File: config.mk
export PLATFORM = sky130hd
export DESIGN_NAME = mean_point_distance
export DESIGN_NICKNAME = d
export VERILOG_FILES = /design/src/hdl/mpd_pkg.sv /design/src/hdl/mpd_front.sv /design/src/hdl/mpd_queue.sv /design/src/hdl/mpd_back.sv /design/src/hdl/mean_point_distance.sv
export SDC_FILE = /design/constraint.sdc
export NUM_CORES = 2
export LEC_CHECK = 0
export BUFFER_PORTS_ARGS = -buffer_cell sky130_fd_sc_hd__buf_2
export CAP_MARGIN = 20
export CORE_AREA = 10 10 367 369
export CTS_BUF_LIST = sky130_fd_sc_hd__clkbuf_16
export DETAILED_ROUTE_END_ITERATION = 16
export DIE_AREA = 0 0 377 379
export PLACE_DENSITY = 0.91
export SLEW_MARGIN = 10
export SYNTH_ARGS = -nofsm -noshare
export SYNTH_HDL_FRONTEND = slang
export SYNTH_HIERARCHICAL = 1
export SYNTH_SLANG_ARGS = --single-unit
File: constraint.sdc
create_clock -name clk -period 21 [get_ports clk]
set_input_delay 3.15 -clock clk [delete_from_list [all_inputs] [get_ports clk]]
set_output_delay 3.15 -clock clk [all_outputs]
set_load 0.02 [all_outputs]
File: src/hdl/mpd_pkg.sv
// Shared types and constants for the mean point distance block.
// Used by every module under hdl/; depends on nothing else.
package mpd_pkg;

    // Field widths of the words on the ports
    localparam int COORD_W        = 24;          // signed Q12.12 coordinate
    localparam int DIST_W         = 25;          // unsigned Q13.12 distance
    localparam int POINT_W        = 13;          // point_total field
    localparam int DEF_MAX_POINTS = 4096;        // default saturation count

    // Square root operates on a 2*DIST_W bit radicand, one root bit per step
    localparam int RAD_W       = 2 * DIST_W;
    localparam int QUEUE_DEPTH = 4;

    typedef logic signed [COORD_W-1:0] coord_t;

    // Input word: one reference/estimate point pair
    typedef struct packed {
        coord_t ref_x;
        coord_t ref_y;
        coord_t ref_z;
        coord_t est_x;
        coord_t est_y;
        coord_t est_z;
        logic   last_point;
    } pair_t;

    // Output word: mean over one set of pairs
    typedef struct packed {
        logic [DIST_W-1:0]  mean_distance;
        logic [POINT_W-1:0] point_total;
        logic               count_overflow;
    } result_t;

    // Word passed from the distance front to the accumulator back
    typedef struct packed {
        logic [DIST_W-1:0] pair_dist;
        logic              last;
    } dist_word_t;

endpackage

File: src/hdl/mpd_front.sv
// Distance front: accepts a point pair, squares the coordinate differences
// and takes an iterative floor square root. Depends on mpd_pkg.
module mpd_front
    import mpd_pkg::*;
(
    input  logic       clk,
    input  logic       rst_n,
    input  logic       pair_valid,
    output logic       pair_ready,
    input  pair_t      pair,
    output logic       push_valid,
    input  logic       push_ready,
    output dist_word_t push_word
);

    localparam int SQ_W   = 2 * COORD_W;
    localparam int SSQ_W  = SQ_W + 2;
    localparam int EXT_W  = (SSQ_W > RAD_W + 1) ? SSQ_W : RAD_W + 1;
    localparam int REM_W  = DIST_W + 2;
    localparam int STEP_W = $clog2(DIST_W);

    typedef enum logic [4:0] {
        F_IDLE = 5'b00001,
        F_SQ   = 5'b00010,
        F_SUM  = 5'b00100,
        F_ROOT = 5'b01000,
        F_PUSH = 5'b10000
    } fstate_t;

    fstate_t                    state_reg, state_next;
    logic [2:0][COORD_W-1:0]    mag_reg, mag_next;
    logic [2:0][SQ_W-1:0]       sq_reg, sq_next;
    logic                       last_reg, last_next;
    logic [RAD_W-1:0]           rad_reg, rad_next;
    logic [REM_W-1:0]           rem_reg, rem_next;
    logic [DIST_W-1:0]          root_reg, root_next;
    logic [STEP_W-1:0]          step_reg, step_next;

    logic [EXT_W-1:0]           ssq;
    logic [REM_W+1:0]           shifted;
    logic [REM_W+1:0]           trial;

    // |a - b| of two signed coordinates; always fits COORD_W bits
    function automatic logic [COORD_W-1:0] abs_diff(coord_t a, coord_t b);
        logic signed [COORD_W:0] d;
        begin
            d = {a[COORD_W-1], a} - {b[COORD_W-1], b};
            abs_diff = d[COORD_W] ? COORD_W'(-d) : d[COORD_W-1:0];
        end
    endfunction

    assign pair_ready = (state_reg == F_IDLE);
    assign push_valid = (state_reg == F_PUSH);
    assign push_word  = '{pair_dist: root_reg, last: last_reg};

    // Sum of squares, zero extended so the clamp test works at any width
    assign ssq = EXT_W'(sq_reg[0]) + EXT_W'(sq_reg[1]) + EXT_W'(sq_reg[2]);

    // One root bit per step: bring down two radicand bits, try 4*root+1
    assign shifted = {rem_reg, rad_reg[RAD_W-1 -: 2]};
    assign trial   = (REM_W + 2)'({root_reg, 2'b01});

    always_comb
    begin
        state_next = state_reg;
        mag_next   = mag_reg;
        sq_next    = sq_reg;
        last_next  = last_reg;
        rad_next   = rad_reg;
        rem_next   = rem_reg;
        root_next  = root_reg;
        step_next  = step_reg;
        case (state_reg)
            F_IDLE:
            begin
                if (pair_valid)
                begin
                    mag_next[0] = abs_diff(pair.ref_x, pair.est_x);
                    mag_next[1] = abs_diff(pair.ref_y, pair.est_y);
                    mag_next[2] = abs_diff(pair.ref_z, pair.est_z);
                    last_next   = pair.last_point;
                    state_next  = F_SQ;
                end
            end
            F_SQ:
            begin
                for (int i = 0; i < 3; i++)
                begin
                    sq_next[i] = mag_reg[i] * mag_reg[i];
                end
                state_next = F_SUM;
            end
            F_SUM:
            begin
                rad_next  = ssq[RAD_W-1:0];
                rem_next  = '0;
                step_next = STEP_W'(DIST_W - 1);
                if (|ssq[EXT_W-1:RAD_W])
                begin
                    // distance would exceed the Q13.12 range: clamp
                    root_next  = '1;
                    state_next = F_PUSH;
                end
                else
                begin
                    root_next  = '0;
                    state_next = F_ROOT;
                end
            end
            F_ROOT:
            begin
                rad_next = {rad_reg[RAD_W-3:0], 2'b00};
                if (shifted >= trial)
                begin
                    rem_next  = REM_W'(shifted - trial);
                    root_next = {root_reg[DIST_W-2:0], 1'b1};
                end
                else
                begin
                    rem_next  = REM_W'(shifted);
                    root_next = {root_reg[DIST_W-2:0], 1'b0};
                end
                step_next = step_reg - 1'b1;
                if (step_reg == '0)
                begin
                    state_next = F_PUSH;
                end
            end
            F_PUSH:
            begin
                if (push_ready)
                begin
                    state_next = F_IDLE;
                end
            end
            default:
            begin
                state_next = F_IDLE;
            end
        endcase
    end

    // Control state
    always_ff @(posedge clk or negedge rst_n)
    begin
        if (!rst_n)
        begin
            state_reg <= F_IDLE;
        end
        else
        begin
            state_reg <= state_next;
        end
    end

    // Datapath
    always_ff @(posedge clk)
    begin
        mag_reg  <= mag_next;
        sq_reg   <= sq_next;
        last_reg <= last_next;
        rad_reg  <= rad_next;
        rem_reg  <= rem_next;
        root_reg <= root_next;
        step_reg <= step_next;
    end

endmodule

File: src/hdl/mpd_queue.sv
// Short FIFO of distance words between the front and the back.
// Depends on mpd_pkg for the word type.
module mpd_queue
    import mpd_pkg::*;
#(
    parameter int DEPTH = QUEUE_DEPTH
)
(
    input  logic       clk,
    input  logic       rst_n,
    input  logic       push_valid,
    output logic       push_ready,
    input  dist_word_t push_word,
    output logic       pop_valid,
    input  logic       pop_ready,
    output dist_word_t pop_word
);

    localparam int PTR_W = (DEPTH > 1) ? $clog2(DEPTH) : 1;

    dist_word_t         entry_reg [DEPTH];
    logic [PTR_W-1:0]   wr_ptr_reg, wr_ptr_next;
    logic [PTR_W-1:0]   rd_ptr_reg, rd_ptr_next;
    logic [PTR_W:0]     fill_reg, fill_next;
    logic               do_push, do_pop;

    assign push_ready = (fill_reg != (PTR_W + 1)'(DEPTH));
    assign pop_valid  = (fill_reg != '0);
    assign pop_word   = entry_reg[rd_ptr_reg];
    assign do_push    = push_valid && push_ready;
    assign do_pop     = pop_valid && pop_ready;

    // Pointer and fill bookkeeping
    always_comb
    begin
        wr_ptr_next = wr_ptr_reg;
        rd_ptr_next = rd_ptr_reg;
        fill_next   = fill_reg;
        if (do_push)
        begin
            wr_ptr_next = (wr_ptr_reg == PTR_W'(DEPTH - 1)) ? '0 : wr_ptr_reg + 1'b1;
        end
        if (do_pop)
        begin
            rd_ptr_next = (rd_ptr_reg == PTR_W'(DEPTH - 1)) ? '0 : rd_ptr_reg + 1'b1;
        end
        if (do_push && !do_pop)
        begin
            fill_next = fill_reg + 1'b1;
        end
        else if (do_pop && !do_push)
        begin
            fill_next = fill_reg - 1'b1;
        end
    end

    always_ff @(posedge clk or negedge rst_n)
    begin
        if (!rst_n)
        begin
            wr_ptr_reg <= '0;
            rd_ptr_reg <= '0;
            fill_reg   <= '0;
        end
        else
        begin
            wr_ptr_reg <= wr_ptr_next;
            rd_ptr_reg <= rd_ptr_next;
            fill_reg   <= fill_next;
        end
    end

    // Storage
    always_ff @(posedge clk)
    begin
        if (do_push)
        begin
            entry_reg[wr_ptr_reg] <= push_word;
        end
    end

endmodule

File: src/hdl/mpd_back.sv
// Accumulator back: sums distances, counts pairs, and on the last pair
// runs a bit-serial floor division into the output register. Uses mpd_pkg.
module mpd_back
    import mpd_pkg::*;
#(
    parameter int MAX_POINTS = DEF_MAX_POINTS
)
(
    input  logic       clk,
    input  logic       rst_n,
    input  logic       pop_valid,
    output logic       pop_ready,
    input  dist_word_t pop_word,
    output logic       result_valid,
    input  logic       result_ready,
    output result_t    result
);

    localparam int CNT_W  = $clog2(MAX_POINTS + 1);
    localparam int SUM_W  = DIST_W + CNT_W;
    localparam int STEP_W = $clog2(SUM_W);

    typedef enum logic [2:0] {
        B_ACC  = 3'b001,
        B_DIV  = 3'b010,
        B_DONE = 3'b100
    } bstate_t;

    bstate_t            state_reg, state_next;
    logic [SUM_W-1:0]   sum_reg, sum_next;
    logic [CNT_W-1:0]   count_reg, count_next;
    logic               ovf_reg, ovf_next;
    logic [CNT_W-1:0]   rem_reg, rem_next;
    logic [DIST_W-1:0]  quot_reg, quot_next;
    logic [STEP_W-1:0]  step_reg, step_next;
    logic               out_valid_reg, out_valid_next;
    result_t            out_reg, out_next;

    logic [CNT_W:0]     shifted;
    logic               fits;
    logic               load_out;

    assign pop_ready    = (state_reg == B_ACC);
    assign result_valid = out_valid_reg;
    assign result       = out_reg;

    // Restoring division step: bring down the next dividend bit
    assign shifted  = {rem_reg, sum_reg[SUM_W-1]};
    assign fits     = (shifted >= {1'b0, count_reg});
    assign load_out = (state_reg == B_DONE) && (!out_valid_reg || result_ready);

    always_comb
    begin
        state_next     = state_reg;
        sum_next       = sum_reg;
        count_next     = count_reg;
        ovf_next       = ovf_reg;
        rem_next       = rem_reg;
        quot_next      = quot_reg;
        step_next      = step_reg;
        out_next       = out_reg;
        out_valid_next = out_valid_reg;
        if (out_valid_reg && result_ready)
        begin
            out_valid_next = 1'b0;
        end
        case (state_reg)
            B_ACC:
            begin
                if (pop_valid)
                begin
                    // a pair beyond the limit only flags overflow
                    if (count_reg < CNT_W'(MAX_POINTS))
                    begin
                        count_next = count_reg + 1'b1;
                        sum_next   = sum_reg + SUM_W'(pop_word.pair_dist);
                    end
                    else
                    begin
                        ovf_next = 1'b1;
                    end
                    if (pop_word.last)
                    begin
                        rem_next   = '0;
                        step_next  = STEP_W'(SUM_W - 1);
                        state_next = B_DIV;
                    end
                end
            end
            B_DIV:
            begin
                sum_next  = {sum_reg[SUM_W-2:0], 1'b0};
                rem_next  = fits ? CNT_W'(shifted - {1'b0, count_reg}) : CNT_W'(shifted);
                quot_next = {quot_reg[DIST_W-2:0], fits};
                step_next = step_reg - 1'b1;
                if (step_reg == '0)
                begin
                    state_next = B_DONE;
                end
            end
            B_DONE:
            begin
                if (load_out)
                begin
                    out_next.mean_distance  = quot_reg;
                    out_next.point_total    = POINT_W'(count_reg);
                    out_next.count_overflow = ovf_reg;
                    out_valid_next          = 1'b1;
                    sum_next                = '0;
                    count_next              = '0;
                    ovf_next                = 1'b0;
                    state_next              = B_ACC;
                end
            end
            default:
            begin
                state_next = B_ACC;
            end
        endcase
    end

    // Control and running state
    always_ff @(posedge clk or negedge rst_n)
    begin
        if (!rst_n)
        begin
            state_reg     <= B_ACC;
            sum_reg       <= '0;
            count_reg     <= '0;
            ovf_reg       <= 1'b0;
            out_valid_reg <= 1'b0;
        end
        else
        begin
            state_reg     <= state_next;
            sum_reg       <= sum_next;
            count_reg     <= count_next;
            ovf_reg       <= ovf_next;
            out_valid_reg <= out_valid_next;
        end
    end

    // Divider and output datapath
    always_ff @(posedge clk)
    begin
        rem_reg  <= rem_next;
        quot_reg <= quot_next;
        step_reg <= step_next;
        out_reg  <= out_next;
    end

endmodule

File: src/hdl/mean_point_distance.sv
// Top level of the mean point distance block: front, queue and back.
// Depends on mpd_pkg, mpd_front, mpd_queue and mpd_back.
//
// Usage
//   Input channel pair_valid/pair_ready/pair carries one word per point
//   pair (reference and estimate, signed Q12.12). Output channel
//   result_valid/result_ready/result carries one word per set, issued
//   for the pair marked last_point: floor mean distance (Q13.12), the
//   pair count (saturated at MAX_POINTS) and an overflow flag.
//   The front works on one pair at a time and takes no new pair until
//   it has pushed that pair's distance; its pace is set by the
//   bit-serial square root (one root bit per cycle, 25 bits), which a
//   pair whose distance clamps skips. A last pair passes the front's
//   square, sum and root states, the queue, the back's bit-serial
//   division and the load into the output register, in that order.
//   A 4-word queue lets the front keep accepting pairs while the back
//   divides. If the receiver stalls, the result holds in the output
//   register; the back then waits, the queue fills and pair_ready drops.
//   Reset (rst_n low, asynchronous) empties the queue and clears the
//   sum, the count and the overflow flag.
module mean_point_distance
    import mpd_pkg::*;
#(
    parameter int MAX_POINTS = DEF_MAX_POINTS
)
(
    input  logic    clk,
    input  logic    rst_n,
    input  logic    pair_valid,
    output logic    pair_ready,
    input  pair_t   pair,
    output logic    result_valid,
    input  logic    result_ready,
    output result_t result
);

    logic       push_valid, push_ready;
    dist_word_t push_word;
    logic       pop_valid, pop_ready;
    dist_word_t pop_word;

    // Per-pair distance
    mpd_front u_front (
        .clk        (clk),
        .rst_n      (rst_n),
        .pair_valid (pair_valid),
        .pair_ready (pair_ready),
        .pair       (pair),
        .push_valid (push_valid),
        .push_ready (push_ready),
        .push_word  (push_word)
    );

    // Decoupling queue
    mpd_queue #(
        .DEPTH (QUEUE_DEPTH)
    ) u_queue (
        .clk        (clk),
        .rst_n      (rst_n),
        .push_valid (push_valid),
        .push_ready (push_ready),
        .push_word  (push_word),
        .pop_valid  (pop_valid),
        .pop_ready  (pop_ready),
        .pop_word   (pop_word)
    );

    // Accumulate and average
    mpd_back #(
        .MAX_POINTS (MAX_POINTS)
    ) u_back (
        .clk          (clk),
        .rst_n        (rst_n),
        .pop_valid    (pop_valid),
        .pop_ready    (pop_ready),
        .pop_word     (pop_word),
        .result_valid (result_valid),
        .result_ready (result_ready),
        .result       (result)
    );

endmodule

==> impl_metrics.ini <==
[status]
status = complete, no violations

[worst_setup_path]
worstSetupPathType = flop to flop
cp_slowest_stage_delay_ns = 1.06
ff2ff_path_depth = 26
cp_max_fo = 24
r2r_setup_slack_ns = 12.74
start_kind = flop
r2r_end = u_front/sq_reg[142]
required_ns = 21.41
r2r_start = u_front/mag_reg[54]
end_kind = flop
cp_data_arrival_time_ns = 8.67
cpMaxStageDelayCell = edfxtp_1

[yosys]
synth_area_leaders = fa_1, edfxtp_1, ha_1, inv_1, nand2_1
synth_area_sq_um = 82180
synth_edf_count = 508
ys_types = 118
syn_inst = 8377
synth.largest_area_cell = fa_1
seq_area_frac_synth_pct = 20.64
yosysWarnings = 6
synthArstFlopShare_pct = 11.81
synthFlopType = edfxtp_1
synth_seq_cells = 576
synth_top_area_share_pct = 32.18
syn_area_per_cell_sq_um = 9.810

[global_route]
grt_pass1_wl_um = 329800
track_usage_pct = 28.32
grt_max_degree = 94
antenna_found_initial = 1
overflow = 0
grt_pass1_vias = 66410

[sta]
hold_viol_final = 0
slew_headroom_pct = 19.43
fmax_ghz = 0.1211
fin_setup_tns_ns = 0
tightest_slew_ns = 1.209
hold_slack_ns = 0.4354
fin_worst_skew_ns = 0.03274
rsz0062_at_grt = false
min_period_ns = 8.256
period_share_pct = 39.31
setup_violations = 0
slew_violations = 0

[place]
placed_cell_area_sq_um = 84600
finalWeightedCongestion = 0.9412
hpwl_um = 155200
io_buffers = 189

[worst_hold_path]
hold_class = flop to flop
min-delay-start = u_back/quot_reg[24]
holdPathEnd = u_back/result[38]
worstHoldPathCells = 0

[route]
drt_iter0_markers = 5490
first_pass_iters = 9
wl_per_cell_um = 19.54
vias = 60610
drtAntennaViolNets = 0
drc = 0
via_per_inst = 5.969
wirelength_um = 198400

[clock_tree]
clock_path_buffers = 3
cts_setup_buffers = 0
clkTransAtPathRegs_ns = 0.07
cts_tree = done
hold_buffers = 0
ctsRootBufferMaster = clkbuf_16
numCtsBuffers = 68
clock_latency_ns = 0.69
cts_sinks = 576
cts_resized = 0
htreeDepth = 3

[floorplanning]
die_h_um = 379
die_x_um = 377
fp.coreArea_sq_um = 127000
ioPinCount = 190
die-area_sq_um = 142900
rows = 131
start_util_pct = 64.70

[cells_and_area]
multiInputGateArea_sq_um = 56820
finalNetCount = 10630
fillers = 8476
final_cell_area_sq_um = 86900
antenna_cells = 0
drive_above_1_share_pct = 5.535
regArea_sq_um = 16960
area_growth_syn_to_layout_pct = 5.746
largest_reg_flops = 141
final_util_pct = 68.41

[flow_run]
cap_viol_max_count = 0
-- routing by layer --
layer | part of all wire, % | GRT usage, % | up-vias
met2 | 50 | 49.52 | 3123
met3 | 8.2 | 5.124 | 843
met1 | 36 | 33.60 | 29930
met5 | 0.0055 | 0 | -
li1 | - | - | 26710
met4 | 5.7 | 14.01 | 2
-- cells in the mapped netlist (66+ instances only) --
cell	n
and2_1	371
nand2_1	706
nor2_1	327
edfxtp_1	508
inv_1	1979
clkbuf_1	221
xnor2_1	232
ha_1	722
dfrtp_1	66
xor2_1	135
a21oi_1	353
fa_1	1321
nand3_1	85
a21o_1	153
o21ai_0	231
-- logic make-up after synthesis --
| group | synth area share, % |
|---|---|
| AO/OA/AOI/OAI | 9.532 |
| flip-flops | 20.64 |
| AND/OR/NAND/NOR | 11.41 |
| XOR/XNOR | 3.931 |
| other | 0.004563 |
| adder cells (fa/ha/maj) | 43.17 |
| multiplexers | 1.017 |
| buffers and inverters | 10.30 |
-- layout by cell type (no fill, tap or decap), types with 17 or more instances in the layout --
| master | n |
|---|---|
| a31oi_1 | 58 |
| nand3_1 | 85 |
| a22oi_1 | 17 |
| a21o_1 | 153 |
| buf_4 | 49 |
| nand2b_1 | 51 |
| nand4_1 | 32 |
| inv_1 | 1986 |
| nor2b_1 | 52 |
| dfrtp_1 | 66 |
| or2_2 | 17 |
| fa_1 | 1321 |
| a21oi_1 | 351 |
| mux4_2 | 26 |
| o21bai_1 | 38 |
| a211oi_1 | 35 |
| nor3_1 | 60 |
| o21ai_0 | 230 |
| and3_1 | 53 |
| nand2_1 | 706 |
| o21a_1 | 49 |
| or3_1 | 50 |
| o211ai_1 | 30 |
| o31ai_1 | 29 |
| nor2_1 | 326 |
| xnor2_1 | 232 |
| buf_2 | 189 |
| clkbuf_16 | 68 |
| xor2_1 | 135 |
| edfxtp_1 | 508 |
| ha_1 | 722 |
| and2_1 | 370 |
-- worst max-delay path by stage --
stage	from	endpoint	slack [ns]	depth (start not counted)
finish	u_front/mag_reg[54]	u_front/sq_reg[142]	12.74	26
global route	u_front/mag_reg[50]	u_front/sq_reg[142]	12.29	26
CTS	u_front/mag_reg[28]	u_front/sq_reg[88]	12.87	25
detailed placement	u_front/mag_reg[25]	u_front/sq_reg[88]	12.91	25
global placement	u_front/mag_reg[25]	u_front/sq_reg[88]	13.07	25
floorplan	u_front/state_reg[3]	u_front/state_reg[0]	9.03	4
-- stage by stage --
stage	std cells	worst slack, ns
floorplan	8379	9.031
global route	10150	12.29
CTS	10150	12.87
detailed placement	10030	12.91
global placement	10030	13.07
finish	10150	12.74
-- critical path: cells and delay by family, from the launching register on --
kind	cells	cell delay, ns
AOI/OAI and AO/OA	5	1.51
xor gates and xnor gates	1	0.15
adders and majority gates	8	3.93
buffers and inverters	7	0.35
DFF	1	1.06
and+or+nand+nor	5	0.99
-- layout make-up --
cell class | instances | share of cell area (%)
clock buffer | 68 | 1.958
clock inverter | 58 | 0.6709
inverter | 1980 | 8.552
multi-input combinational | 5571 | 65.38
sequential | 576 | 19.51
tap | 1662 | 2.393
timing repair buffer | 239 | 1.529
Power is not shown: default switching activity piles up to over one toggle a cycle in this logic, so the estimate is an artifact.
